## src/rtl/core/a9pr_pkg.sv

```systemverilog
// Shared types and constants for the 9-bit addressed packet receiver.
package a9pr_pkg;

   // Request opcodes
   typedef enum logic [1:0] {
      OP_CHAR = 2'd0,
      OP_ARM  = 2'd1,
      OP_STOP = 2'd2
   } op_type;

   // Response status codes
   typedef enum logic [3:0] {
      ST_IGNORED  = 4'd0,
      ST_ADDRESS  = 4'd1,
      ST_DATA     = 4'd2,
      ST_COMPLETE = 4'd3,
      ST_OVERFLOW = 4'd4,
      ST_LINE_ERR = 4'd5,
      ST_ARMED    = 4'd6,
      ST_REFUSED  = 4'd7,
      ST_STOPPED  = 4'd8
   } status_type;

   localparam logic [7:0] SUM_XOR  = 8'hAA;
   localparam logic [7:0] ACK_BYTE = 8'hFF;

   // One response as it sits in the output or skid register
   typedef struct packed {
      status_type status;
      logic [7:0] data_byte;
      logic [5:0] byte_index;
      logic       receiving;
      logic       packet_done;
      logic       checksum_ok;
      logic       ack_ok;
      logic       line_error_flag;
      logic       overflow_flag;
      logic       rx_enabled;
   } rsp_type;

endpackage

```

## src/rtl/core/addressed_9bit_packet_receiver_core.sv

```systemverilog
// Top level of the 9-bit multidrop packet receiver with address filtering.

// Receive side of a 9-bit multidrop serial link. Each request carries either a
// received character (data bits, ninth bit, framing and overrun flags), an arm
// command with the expected packet length, or a stop command, and produces
// exactly one response. While address detection is on, only an address
// character equal to the node address opens a packet; data characters are then
// numbered from 1, checked against the armed length and BUF_DEPTH, and passed
// out with their index. A running checksum of (byte + index) xor 0xAA covers
// all bytes but the last, which is compared against it; the byte at index 1 is
// checked against 0xFF as the acknowledge. Line errors and overflow abort the
// packet and set sticky flags that only reset clears. Rate: one request per
// clock cycle while req_stall is low; a request is decoded in the cycle it is
// accepted and its response is registered. An output register backed by a
// one-entry skid register decouples the two sides; req_stall rises only while
// the skid register holds a response that the consumer has not taken.
module addressed_9bit_packet_receiver_core #(
   parameter int BUF_DEPTH = 32
) (
   input  logic                  clock,
   input  logic                  reset,
   // configuration
   input  logic                  csr_wr_en,
   input  logic [7:0]            csr_wr_data,
   // request channel
   input  logic                  req_valid,
   output logic                  req_stall,
   input  logic [1:0]            req_op,
   input  logic [7:0]            req_rx_byte,
   input  logic                  req_ninth_bit,
   input  logic                  req_framing_error,
   input  logic                  req_overrun_error,
   input  logic [7:0]            req_packet_length,
   // response channel
   output logic                  rsp_valid,
   input  logic                  rsp_stall,
   output a9pr_pkg::status_type  rsp_status,
   output logic [7:0]            rsp_data_byte,
   output logic [5:0]            rsp_byte_index,
   output logic                  rsp_receiving,
   output logic                  rsp_packet_done,
   output logic                  rsp_checksum_ok,
   output logic                  rsp_ack_ok,
   output logic                  rsp_line_error_flag,
   output logic                  rsp_overflow_flag,
   output logic                  rsp_rx_enabled
);
   import a9pr_pkg::*;

   // The index counter must hold BUF_DEPTH itself
   localparam int IDX_W = $clog2(BUF_DEPTH + 1);

   // Receiver state
   logic             node_address_ff;
   logic [7:0]       node_addr_ff;
   logic             enabled_ff,         enabled_in;
   logic             address_mode_ff,    address_mode_in;
   logic             in_packet_ff,       in_packet_in;
   logic             done_flag_ff,       done_flag_in;
   logic [IDX_W-1:0] next_index_ff,      next_index_in;
   logic [7:0]       expected_length_ff, expected_length_in;
   logic [7:0]       running_sum_ff,     running_sum_in;
   logic             sum_match_ff,       sum_match_in;
   logic             ack_match_ff,       ack_match_in;
   logic             line_err_ff,        line_err_in;
   logic             buf_err_ff,         buf_err_in;

   // Output register and skid register
   logic             rsp_valid_ff;
   rsp_type          rsp_ff;
   logic             skid_valid_ff;
   rsp_type          skid_ff;

   rsp_type          res_in;
   status_type       status_in;
   logic [7:0]       dbyte_in;
   logic [IDX_W-1:0] idx_in;

   logic             req_fire;
   logic             rsp_fire;
   logic [7:0]       cur_idx8;
   logic [7:0]       data_term;
   logic [8:0]       next_count;

   // Stall requests only while the skid register is occupied
   assign req_stall = skid_valid_ff;
   assign req_fire  = req_valid & ~skid_valid_ff;
   assign rsp_fire  = rsp_valid_ff & ~rsp_stall;

   // Checksum term for the current data character
   assign cur_idx8   = 8'(next_index_ff);
   assign data_term  = (req_rx_byte + cur_idx8) ^ SUM_XOR;
   // Count of bytes received once this one is taken
   assign next_count = 9'(next_index_ff) + 9'd1;

   // Node address register; the user must write it only while the block is idle (not enforced here)
   always_ff @(posedge clock) begin
      if (reset) begin
         node_addr_ff    <= 8'd0;
         node_address_ff <= 1'b0;
      end else if (csr_wr_en) begin
         node_addr_ff    <= csr_wr_data;
         node_address_ff <= 1'b1;
      end
   end

   // Decode one request against the current state
   always_comb begin
      enabled_in         = enabled_ff;
      address_mode_in    = address_mode_ff;
      in_packet_in       = in_packet_ff;
      done_flag_in       = done_flag_ff;
      next_index_in      = next_index_ff;
      expected_length_in = expected_length_ff;
      running_sum_in     = running_sum_ff;
      sum_match_in       = sum_match_ff;
      ack_match_in       = ack_match_ff;
      line_err_in        = line_err_ff;
      buf_err_in         = buf_err_ff;
      status_in          = ST_IGNORED;
      dbyte_in           = 8'd0;
      idx_in             = '0;

      case (req_op)
         OP_CHAR: begin
            if (!enabled_ff) begin
               status_in = ST_IGNORED;
            end else if (req_framing_error || req_overrun_error) begin
               // Abort on any line error, whatever the mode
               enabled_in      = 1'b0;
               address_mode_in = 1'b1;
               in_packet_in    = 1'b0;
               done_flag_in    = 1'b0;
               line_err_in     = 1'b1;
               status_in       = ST_LINE_ERR;
            end else if (address_mode_ff) begin
               if (req_ninth_bit && (req_rx_byte == node_addr_ff)) begin
                  address_mode_in = 1'b0;
                  in_packet_in    = 1'b1;
                  next_index_in   = IDX_W'(1);
                  running_sum_in  = req_rx_byte ^ SUM_XOR;
                  sum_match_in    = 1'b0;
                  ack_match_in    = 1'b0;
                  dbyte_in        = req_rx_byte;
                  status_in       = ST_ADDRESS;
               end
            end else if (next_index_ff < IDX_W'(BUF_DEPTH)) begin
               next_index_in = IDX_W'(next_count);
               if (next_index_ff == IDX_W'(1)) begin
                  ack_match_in = (req_rx_byte == ACK_BYTE);
               end
               dbyte_in = req_rx_byte;
               idx_in   = next_index_ff;
               if (next_count >= 9'(expected_length_ff)) begin
                  sum_match_in    = (req_rx_byte == running_sum_ff);
                  enabled_in      = 1'b0;
                  address_mode_in = 1'b1;
                  in_packet_in    = 1'b0;
                  done_flag_in    = 1'b1;
                  status_in       = ST_COMPLETE;
               end else begin
                  running_sum_in = running_sum_ff + data_term;
                  status_in      = ST_DATA;
               end
            end else begin
               // Buffer full: abort and flag overflow
               enabled_in      = 1'b0;
               address_mode_in = 1'b1;
               in_packet_in    = 1'b0;
               done_flag_in    = 1'b0;
               buf_err_in      = 1'b1;
               status_in       = ST_OVERFLOW;
            end
         end
         OP_ARM: begin
            if (enabled_ff) begin
               status_in = ST_REFUSED;
            end else begin
               expected_length_in = req_packet_length;
               done_flag_in       = 1'b0;
               address_mode_in    = 1'b1;
               enabled_in         = 1'b1;
               status_in          = ST_ARMED;
            end
         end
         OP_STOP: begin
            enabled_in   = 1'b0;
            done_flag_in = 1'b0;
            in_packet_in = 1'b0;
            status_in    = ST_STOPPED;
         end
         default: begin
            status_in = ST_IGNORED;
         end
      endcase
   end

   // Assemble the response; flags show the state after this request
   always_comb begin
      res_in.status          = status_in;
      res_in.data_byte       = dbyte_in;
      res_in.byte_index      = 6'(idx_in);
      res_in.receiving       = in_packet_in;
      res_in.packet_done     = done_flag_in;
      res_in.checksum_ok     = sum_match_in;
      res_in.ack_ok          = ack_match_in;
      res_in.line_error_flag = line_err_in;
      res_in.overflow_flag   = buf_err_in;
      res_in.rx_enabled      = enabled_in;
   end

   // Advance receiver state on each accepted request
   always_ff @(posedge clock) begin
      if (reset) begin
         enabled_ff         <= 1'b0;
         address_mode_ff    <= 1'b1;
         in_packet_ff       <= 1'b0;
         done_flag_ff       <= 1'b0;
         next_index_ff      <= '0;
         expected_length_ff <= 8'd0;
         running_sum_ff     <= 8'd0;
         sum_match_ff       <= 1'b0;
         ack_match_ff       <= 1'b0;
         line_err_ff        <= 1'b0;
         buf_err_ff         <= 1'b0;
      end else if (req_fire) begin
         enabled_ff         <= enabled_in;
         address_mode_ff    <= address_mode_in;
         in_packet_ff       <= in_packet_in;
         done_flag_ff       <= done_flag_in;
         next_index_ff      <= next_index_in;
         expected_length_ff <= expected_length_in;
         running_sum_ff     <= running_sum_in;
         sum_match_ff       <= sum_match_in;
         ack_match_ff       <= ack_match_in;
         line_err_ff        <= line_err_in;
         buf_err_ff         <= buf_err_in;
      end
   end

   // Output and skid valid bits
   always_ff @(posedge clock) begin
      if (reset) begin
         rsp_valid_ff  <= 1'b0;
         skid_valid_ff <= 1'b0;
      end else if (skid_valid_ff) begin
         // Drain the skid register into the output register
         if (rsp_fire) begin
            skid_valid_ff <= 1'b0;
         end
      end else if (req_fire) begin
         if (rsp_valid_ff && rsp_stall) begin
            skid_valid_ff <= 1'b1;
         end else begin
            rsp_valid_ff <= 1'b1;
         end
      end else if (rsp_fire) begin
         rsp_valid_ff <= 1'b0;
      end
   end

   // Response payload: hold while stalled, park in skid when the output is busy
   always_ff @(posedge clock) begin
      if (skid_valid_ff) begin
         if (rsp_fire) begin
            rsp_ff <= skid_ff;
         end
      end else if (req_fire) begin
         if (rsp_valid_ff && rsp_stall) begin
            skid_ff <= res_in;
         end else begin
            rsp_ff <= res_in;
         end
      end
   end

   assign rsp_valid           = rsp_valid_ff;
   assign rsp_status          = rsp_ff.status;
   assign rsp_data_byte       = rsp_ff.data_byte;
   assign rsp_byte_index      = rsp_ff.byte_index;
   assign rsp_receiving       = rsp_ff.receiving;
   assign rsp_packet_done     = rsp_ff.packet_done;
   assign rsp_checksum_ok     = rsp_ff.checksum_ok;
   assign rsp_ack_ok          = rsp_ff.ack_ok;
   assign rsp_line_error_flag = rsp_ff.line_error_flag;
   assign rsp_overflow_flag   = rsp_ff.overflow_flag;
   assign rsp_rx_enabled      = rsp_ff.rx_enabled;

   // A parked response always sits behind a valid output
   a_skid_behind_output: assert property (@(posedge clock) disable iff (reset)
      skid_valid_ff |-> rsp_valid_ff)
      else $error("skid register holds a response with the output empty");

   // A packet is only open while the receiver is armed
   a_packet_needs_enable: assert property (@(posedge clock) disable iff (reset)
      in_packet_ff |-> enabled_ff)
      else $error("packet open with receiver disabled");

   // Sticky error flags never clear outside reset
   a_line_err_sticky: assert property (@(posedge clock) disable iff (reset)
      (line_err_ff || buf_err_ff) |=> (line_err_ff || buf_err_ff))
      else $error("sticky error flag cleared");

   // The index never runs past the buffer depth
   a_index_bound: assert property (@(posedge clock) disable iff (reset)
      next_index_ff <= IDX_W'(BUF_DEPTH))
      else $error("packet index beyond buffer depth");

   // Node address is held after a write until the next write
   a_csr_hold: assert property (@(posedge clock) disable iff (reset)
      (node_address_ff && !csr_wr_en) |=> $stable(node_addr_ff))
      else $error("node address changed without a write");

endmodule

```

## config.mk

```make
export PLATFORM = sky130hd
export DESIGN_NAME = addressed_9bit_packet_receiver_core
export DESIGN_NICKNAME = d
export VERILOG_FILES = /design/src/rtl/core/a9pr_pkg.sv /design/src/rtl/core/addressed_9bit_packet_receiver_core.sv
export SDC_FILE = /design/constraint.sdc
export NUM_CORES = 1
export LEC_CHECK = 0
export BUFFER_PORTS_ARGS = -buffer_cell sky130_fd_sc_hd__buf_2
export CAP_MARGIN = 20
export CELL_PAD_IN_SITES_DETAIL_PLACEMENT = 1
export CELL_PAD_IN_SITES_GLOBAL_PLACEMENT = 1
export CORE_ASPECT_RATIO = 1.75
export CORE_MARGIN = 1
export CORE_UTILIZATION = 41
export DETAILED_ROUTE_END_ITERATION = 8
export GPL_ROUTABILITY_DRIVEN = 0
export PLACE_DENSITY_LB_ADDON = 0.1
export SYNTH_ARGS = -nofsm -noshare
export SYNTH_HDL_FRONTEND = slang
export SYNTH_SLANG_ARGS = --single-unit
```

## constraint.sdc

```tcl
create_clock -name clock -period 2.8 [get_ports clock]
set_input_delay 0.42 -clock clock [delete_from_list [all_inputs] [get_ports clock]]
set_output_delay 0.42 -clock clock [all_outputs]
set_load 0.02 [all_outputs]
```

Word-level counts from Yosys, hierarchy flattened
Cells that the tools add are included.
- logic and storage cells: 162
- register bits after elaboration: 90
- input bits: 34
- output and inout port bits: 27
- add/sub/neg operators: 3
- bitwise gates (word level): 8
- magnitude comparators: 2
- multiplexer cells: 87
- equality and inequality tests: 13
- reductions and logical operators: 15
- operators with widths (kind ; number):
    $mux 25 ; 4
    $mux 8 ; 10
    $mux 1 ; 56
    $mux 6 ; 8
    $eq 8x8->1 ; 2
    $mux 4 ; 4
    $pmux 4 s3 ; 1
    $reduce_and 3->1 ; 4
    $ne 2x2->1 const B ; 5
    $add 8x6->8 ; 1
    $add 8x8->8 ; 1
    $eq 8x8->1 const B ; 1
    $ge 7x8->1 ; 1
    $not 4->4 ; 2
    $reduce_bool 2->1 ; 4
    $add 6x1->7 const B ; 1
    $reduce_and 7->1 ; 1
    $eq 6x1->1 const B ; 1
    $lt 6x6->1 const B ; 1
    $pmux 1 s3 ; 2
    $reduce_and 6->1 ; 1
    $ne 2x1->1 const B ; 2
    $not 1->1 ; 4
    $pmux 1 s2 ; 2
    other kinds (7) ; 9

Depth between registers and ports, before layout
Gate-level depths: netlist (run 1).
- depth in word-level cells: 11
- depth in mapped cells: 15
- gate-level depth less buffers: 15

Least setup slack after synthesis (run 1)
OpenSTA, ideal clock, no wires.
- path type: input port to flip-flop
- start point: input port req_rx_byte[0]
- end point: register running_sum_ff[7]
- library setup time: 0.132 ns
- arrival: 2.801 ns
- path buffers: 0
- data required time: 2.668 ns
- stages: 14
- path slack: -0.132 ns
- cell sequence: ha_1 > fa_1 > a21o_1 > a21oi_1 > nor2b_1 > nor2_1 > o21ai_0 > xor2_1 > ha_1 > or4_1 > o22ai_1 > xnor2_1 > xnor2_1 > o22ai_1
- longest elaborated chain between the ends: 6
- elaborated cells on any way between the ends: 10
- classes of those cells: 2 x add/sub; 2 x eq/ne; 3 x mux; 1 x bitwise; 2 x reduce/logical
- RTL lines (element ; RTL line ; source):
    from (decl) ; addressed_9bit_packet_receiver_core.sv:29 ; input logic [7:0] req_rx_byte,
    $add 8x6->8 ; addressed_9bit_packet_receiver_core.sv:92 ; assign data_term = (req_rx_byte + cur_idx8) ^ SUM_XOR;
    $not 4->4 (no source line) ; n/a ;
    $add 8x8->8 ; addressed_9bit_packet_receiver_core.sv:162 ; running_sum_in = running_sum_ff + data_term;
    $mux 8 ; addressed_9bit_packet_receiver_core.sv:154 ; if (next_count >= 9'(expected_length_ff)) begin
    $mux 8 ; addressed_9bit_packet_receiver_core.sv:147 ; end else if (next_index_ff < IDX_W'(BUF_DEPTH)) begin
    $mux 8 ; addressed_9bit_packet_receiver_core.sv:136 ; end else if (address_mode_ff) begin
    to (signal assigned) ; addressed_9bit_packet_receiver_core.sv:233 ; running_sum_ff <= running_sum_in;
    to (decl) ; addressed_9bit_packet_receiver_core.sv:62 ; logic [7:0] running_sum_ff, running_sum_in;
Several ways; a longest one is shown, not always the timed one. The select of a mux whose other input is x is not followed.
A chain may end at the register's enable or synchronous reset.

Worst setup path after layout (run 1)
- start point: register next_index_ff[0]
- end point: register running_sum_ff[7]
- longest elaborated chain between the ends: 6
- elaborated cells on any way between the ends: 12
- classes of those cells: 3 x add/sub; 2 x order compare; 1 x eq/ne; 3 x mux; 1 x bitwise; 2 x reduce/logical
- RTL lines (element ; RTL line ; source):
    from (decl) ; addressed_9bit_packet_receiver_core.sv:60 ; logic [IDX_W-1:0] next_index_ff, next_index_in;
    from (signal assigned) ; addressed_9bit_packet_receiver_core.sv:231 ; next_index_ff <= next_index_in;
    $add 8x6->8 ; addressed_9bit_packet_receiver_core.sv:92 ;
    $not 4->4 (no source line) ; n/a ;
    $add 8x8->8 ; addressed_9bit_packet_receiver_core.sv:162 ;
    $mux 8 ; addressed_9bit_packet_receiver_core.sv:154 ;
    $mux 8 ; addressed_9bit_packet_receiver_core.sv:147 ;
    $mux 8 ; addressed_9bit_packet_receiver_core.sv:136 ;
Several ways; a longest one is shown, not always the timed one. The select of a mux whose other input is x is not followed.

==> results.toml, run 1 <==
[run_status]
status = "finished with violations"
violations = "negative setup slack"

[cts]
path_clk_slew_ns = 0.06
htreeDepth = 3
clockRootBuffer = "clkbuf_16"
cts_buffer_depth = 2
cts_sinks = 88
cts_buffers = 9
clk_latency_ns = 0.35
cts_tree = "built"

[worst_hold_path]
min-delay-path-class = "in2reg"
hold_depth = 3

[timing]
slew_headroom_pct = 49.5
fin_crit_sh_pct = 104
setup_ws_ns = -0.112
maxSlewViolCount = 0
max_freq_mhz = 343
worst_pin_slew_ns = 0.757
finalSetupViolCount = 6
clock_skew_ns = 0.0140
fin_crit_ns = 2.91
hold_viol = 0
rsz0062_at_grt = "yes"

[floorplanning]
ios = 61
dieWidth_um = 83.7
start_util_pct = 42.7
dieArea_mm2 = 0.0121
rows = 51
die_h_um = 145
core-area_mm2 = 0.0112

[yosys]
ys_ff_latch = 88
synthFlopType = "edfxtp_1"
avgSynthCellArea_um2 = 10.4
seq_area_frac_synth_pct = 46.8
synth_cells = 463
synthTopCellsByArea = "edfxtp_1, dfxtp_1, ha_1"
synth_cell_type_count = 53
yosys.area.top_type = "edfxtp_1"
syn-cell-area_mm2 = 0.00479
synth_fp_nets = 522
synth-edff-count = 48
async_reset_ff_share_pct = 0
ys.warnings.count = 0
yosys.area.top_type_share_pct = 30.1

[routing]
first_iter_violations = 126
drc = 0
vias = 3976
ant_nets = 0
routed_wl_um = 13700
via_per_inst = 5.66
avgRoutedWirePerCell_um = 19.5
first_pass_iters = 4

[setup_path]
required_ns = 3.01
arrival_ns = 3.12
setup.worst_path.end_class = "flip-flop"
crit_type = "reg2reg"
crit_fanout = 2
reg2reg_depth = 14
cp-start-kind = "flip-flop"

[global_routing]
antenna_found_initial = 0
grt_max_degree = 33
grt.total_usage_pct = 22.8
grt_pass1_wl_um = 21600
grt_pass1_vias = 4316
grt-ovfl-total = 0

[cells_and_area]
insertedDiodeCount = 0
final_nets = 625
postLayoutCellArea_mm2 = 0.00623
final_common_cell = "buf_2"
layout_common_cells = "buf_2, buf_4, edfxtp_1"
layout-drive-gt1-share_pct = 34.9
final_util_pct = 55.5
syn2layout_area_growth_pct = 30.1

[power]
internal_power_mw = 2.44
p_sw_share_pct = 23.6
ir_worst_vdd_mv = 0.336
share_comb_of_total_power_pct = 11.7
leakagePower_nw = 2.62
powerDensity_mw_per_mm2 = 511
total_power_mw = 3.19
p_switching_mw = 0.751
sequentialPowerShare_pct = 45.1
clkPwrFrac_pct = 43.2

[placed_design]
dpl_worst_slack_ns = -0.338
numPortBuffers = 59
dp_hpwl_um = 9810
placed_area_mm2 = 0.00553

[flow_run]
drv_cap = 0
## layer usage
metal	vias to the layer above	part of all wire (%)	global-route usage, %
li1	1875	-	-
met1	1960	37	23.9
met2	102	55	42.6
met3	39	3.2	3.53
met4	0	4.7	11.9
met5	-	0	0
## what timing repair did
action / in CTS / in global routing
endpoints found under the setup margin: 20 / 15
hold buffers: 0 / 0
gates resized for setup: 11 / 54
pin swaps: 11 / 19
gates cloned: 0 / 1
buffers inserted: 1 / 10
## flip-flops by register name (all words and copies together), names as in the netlist, 4 cells and up
register	flops
skid_ff	24
running_sum_ff	8
rsp_data_byte	8
rsp_byte_index	5
node_addr_ff	8
rsp_status	4
next_index_ff	6
expected_length_ff	8
## power groups by stage
| stage | registers [mW] | logic (mW) | clock network (mW) |
|---|---|---|---|
| after floorplan | 1.50 | 0.168 | 0 |
| final | 1.44 | 0.373 | 1.38 |
| after CTS | 1.44 | 0.341 | 1.41 |
| after global placement | 1.46 | 0.325 | 0 |
| after detailed placement | 1.47 | 0.336 | 0 |
| after global routing | 1.44 | 0.401 | 1.45 |
## worst max-delay path, cell delays in order, from the launching register on
cell     delay [ns]
dfxtp_4        0.37
ha_4           0.17
fa_2           0.36
a21o_1         0.18
a21oi_2        0.16
nor2b_1        0.06
nor2_1         0.11
o21ai_1        0.11
xor2_1         0.16
ha_2           0.20
or4_4          0.42
o22ai_2        0.12
xnor2_1        0.15
xnor2_1        0.14
o22ai_1        0.08
## cell usage after synthesis, types with 6 or more instances
cell type / instances
ha_1: 23
xnor2_1: 15
mux2i_1: 20
xor2_1: 12
nand2_1: 24
a211oi_1: 6
nor2b_1: 6
a311oi_1: 6
a21oi_1: 24
o21ai_0: 17
mux2_2: 22
nor3_1: 11
nand2b_1: 14
nor2_1: 43
nand3_1: 13
dfxtp_1: 40
inv_1: 18
clkbuf_1: 19
edfxtp_1: 48
a21o_1: 7
and3_1: 10
## stage by stage
step | std cells | setup TNS (ns) | hold slack [ns]
3_3_place_gp | 675 | -0.913 | 0.457
3_5_place_dp | 675 | -2.10 | 0.490
6_report | 702 | -0.339 | 0.314
2_1_floorplan | 463 | -0.0439 | 0.445
5_1_grt | 702 | -2.00 | 0.317
4_1_cts | 691 | -0.0903 | 0.308
## area by class of cell
type                            count  area, um^2
Fill cell                        1229        5000
Clock buffer                       10         229
Multi-Input combinational cell    331        2620
Inverter                           18        67.6
Timing Repair Buffer              118         802
Sequential cell                    88        2250
Tap cell                          132         165
Clock inverter                      5         104
## cell families after synthesis
logic type | count (synthesis) | share of synthesized area, %
buf+inv | 44 | 3.84
other cells | 1 | 0.0782
simple gates | 149 | 16.3
flops | 88 | 46.8
compound gates | 87 | 11.9
fa+ha+maj | 25 | 6.84
xor+xnor | 27 | 4.93
mux | 42 | 9.34
## final timing paths
| kind | from | to | slack [ns] |
|---|---|---|---|
| max | next_index_ff[0] | running_sum_ff[7] | -0.11 |
| min | req_packet_length[0] | expected_length_ff[0] | 0.31 |
| max reg2reg | next_index_ff[0] | running_sum_ff[7] | -0.11 |
| min reg2reg | expected_length_ff[5] | expected_length_ff[5] | 0.50 |
Power figures use the tool's default switching activity.
==> run 2: changes to the inputs <==
==> constraint.sdc (replaced) <==
create_clock -name clock -period 2.8 [get_ports clock]
set_input_delay 0.42 -clock clock [delete_from_list [all_inputs] [get_ports clock]]
set_output_delay 0.42 -clock clock [all_outputs]
set_load 0.1 [all_outputs]
==> results.toml, run 2 (synthesized netlist as in run 1, its figures left out) <==
[routing]
via_per_inst = 5.57
first_pass_iters = 4
ant_nets = 0
avgRoutedWirePerCell_um = 18.3
routed_wl_um = 12700
first_iter_violations = 122
drc = 0
vias = 3882

[floorplanning]
die_h_um = 145
ios = 61
dieArea_mm2 = 0.0121
rows = 51
core-area_mm2 = 0.0112
dieWidth_um = 83.7
start_util_pct = 42.7

[cells_and_area]
fillerInstances = 1257
layout-drive-gt1-share_pct = 32.4
largest_register = "skid_ff"
finalNonFillerCells = 697
final_nets = 619
largest_register_ffs = 24
layout_common_cells = "buf_2, buf_4, edfxtp_1"
final_common_cell = "buf_2"
insertedDiodeCount = 0
postLayoutCellArea_mm2 = 0.00603
syn2layout_area_growth_pct = 25.8

[timing]
hold_viol = 0
slew_headroom_pct = 49.7
clock_skew_ns = 0.00782
rsz0062_at_grt = "yes"
maxSlewViolCount = 0
setup_ws_ns = -0.00931
finalSetupViolCount = 1
fin_crit_sh_pct = 100
max_freq_mhz = 356
worst_pin_slew_ns = 0.753
tns_ns = -0.00931
fin_crit_ns = 2.81

[cts]
clk_latency_ns = 0.34
cts_sinks = 88
hold_buffers = 0
cts_tree = "built"
clockRootBuffer = "clkbuf_16"
htreeDepth = 3
path_clk_slew_ns = 0.06
cts_buffers = 9
cts_buffer_depth = 2

[global_routing]
antenna_found_initial = 0
grt_max_degree = 28
grt_pass1_vias = 4141
grt.total_usage_pct = 21.4
grt-ovfl-total = 0
grt_pass1_wl_um = 20400

[setup_path]
crit_buf_inv = 0
critPathTopFamily = "adder cells"
max_stage_delay_ns = 0.41
cp_common_cell = "xnor2_1"
crit_fanout = 3
required_ns = 3.00
worst-path-stages = 14
reg2reg_depth = 14
arrival_ns = 3.01
crit_chain = "ha_4 -> fa_2 -> a21o_1 -> a21oi_2 -> nor2b_1 -> nor2_1 -> o21ai_1 -> xor2_1 -> ha_2 -> or4_4 -> o22ai_2 -> xnor2_1 -> xnor2_1 -> o22ai_1"
critical_path.slowest_cell = "or4_4"
cp-start-kind = "flip-flop"
crit_type = "reg2reg"
setup.worst_path.end_class = "flip-flop"

[power]
clkPwrFrac_pct = 38.9
ir_worst_vdd_mv = 0.378
share_comb_of_total_power_pct = 16.4
leakagePower_nw = 2.54
p_sw_share_pct = 29.1
sequentialPowerShare_pct = 44.7
internal_power_mw = 2.28
p_switching_mw = 0.935
powerDensity_mw_per_mm2 = 533

[placed_design]
placed_cells = 673
numPortBuffers = 59
dp_hpwl_um = 9690
placed_area_mm2 = 0.00553

[worst_hold_path]
min-delay-path-class = "in2reg"
hold_depth = 3

[run_status]
status = "finished with violations"
violations = "negative setup slack"

[flow_run]
drv_cap = 0
## run 2: changes by cell type in the layout (fill, tap and decap cells not counted), moves of 2 or more
| cell | before | now |
|---|---|---|
| xnor2_1 | 12 | 14 |
| xnor2_2 | 3 | 1 |
| a211oi_2 | 0 | 2 |
| bufinv_16 | 3 | 1 |
| a211oi_4 | 2 | 0 |
| o21ai_0 | 6 | 9 |
| buf_6 | 9 | 1 |
| ha_1 | 19 | 21 |
| o21ai_1 | 8 | 6 |
## run 2: tightest hold or removal path, delay by kind of cell
family | cells | cell delay (ns)
muxes | 1 | 0.05
and+or+nand+nor | 1 | 0.07
buffers and inverters | 1 | 0.07
## run 2: stage by stage
step / hold slack, ns / util [%] / worst slack (ns) / power (mW)
after floorplan: 0.445 / - / -0.0439 / 1.85
after global placement: 0.459 / 49.2 / -0.288 / 1.96
after detailed placement: 0.465 / 49.2 / -0.344 / 1.98
after CTS: 0.305 / 52.5 / -0.0551 / 3.23
after global routing: 0.310 / 53.7 / -0.190 / 3.33
final: 0.311 / 53.7 / -0.00931 / 3.21
## run 2: per-layer routing
layer / wire, um / vias up / global-route usage [%]
li1: - / 1866 / -
met1: 4910 / 1912 / 22.8
met2: 7230 / 80 / 40.2
met3: 280 / 24 / 3.01
met4: 307 / 0 / 10.4
met5: 0 / - / 0
## run 2: repair_timing
action / 4_1_cts / 5_1_grt
endpoints found under the hold margin: 0 / 0
gates resized for setup: 13 / 25
pin swaps: 11 / 16
buffers inserted: 3 / 5
endpoints found under the setup margin: 18 / 11
## run 2: power groups by stage
| stage | Combinational, mW | Sequential, mW | Clock [mW] |
|---|---|---|---|
| floorplan | 0.173 | 1.68 | 0 |
| global placement | 0.499 | 1.46 | 0 |
| detailed placement | 0.508 | 1.47 | 0 |
| CTS | 0.518 | 1.44 | 1.28 |
| global route | 0.555 | 1.44 | 1.33 |
| finish | 0.526 | 1.44 | 1.25 |
## run 2: path summary, 6_finish.rpt
check	from	to	slack, ns
min	csr_wr_data[4]	node_addr_ff[4]	0.31
min reg2reg	sum_match_ff	sum_match_ff	0.48
max	next_index_ff[0]	running_sum_ff[7]	-0.009
max reg2reg	next_index_ff[0]	running_sum_ff[7]	-0.009
## run 2: area by class of cell
type                    instances  area (um^2)  area share (%)
clock buffers                  11          243            4.03
clock inverters                 5         63.8            1.06
inverters                      18         67.6            1.12
multi-input cells             331         2510            41.7
flip-flops and latches         88         2250            37.3
well taps                     132          165            2.74
repair buffers                112          729            12.1
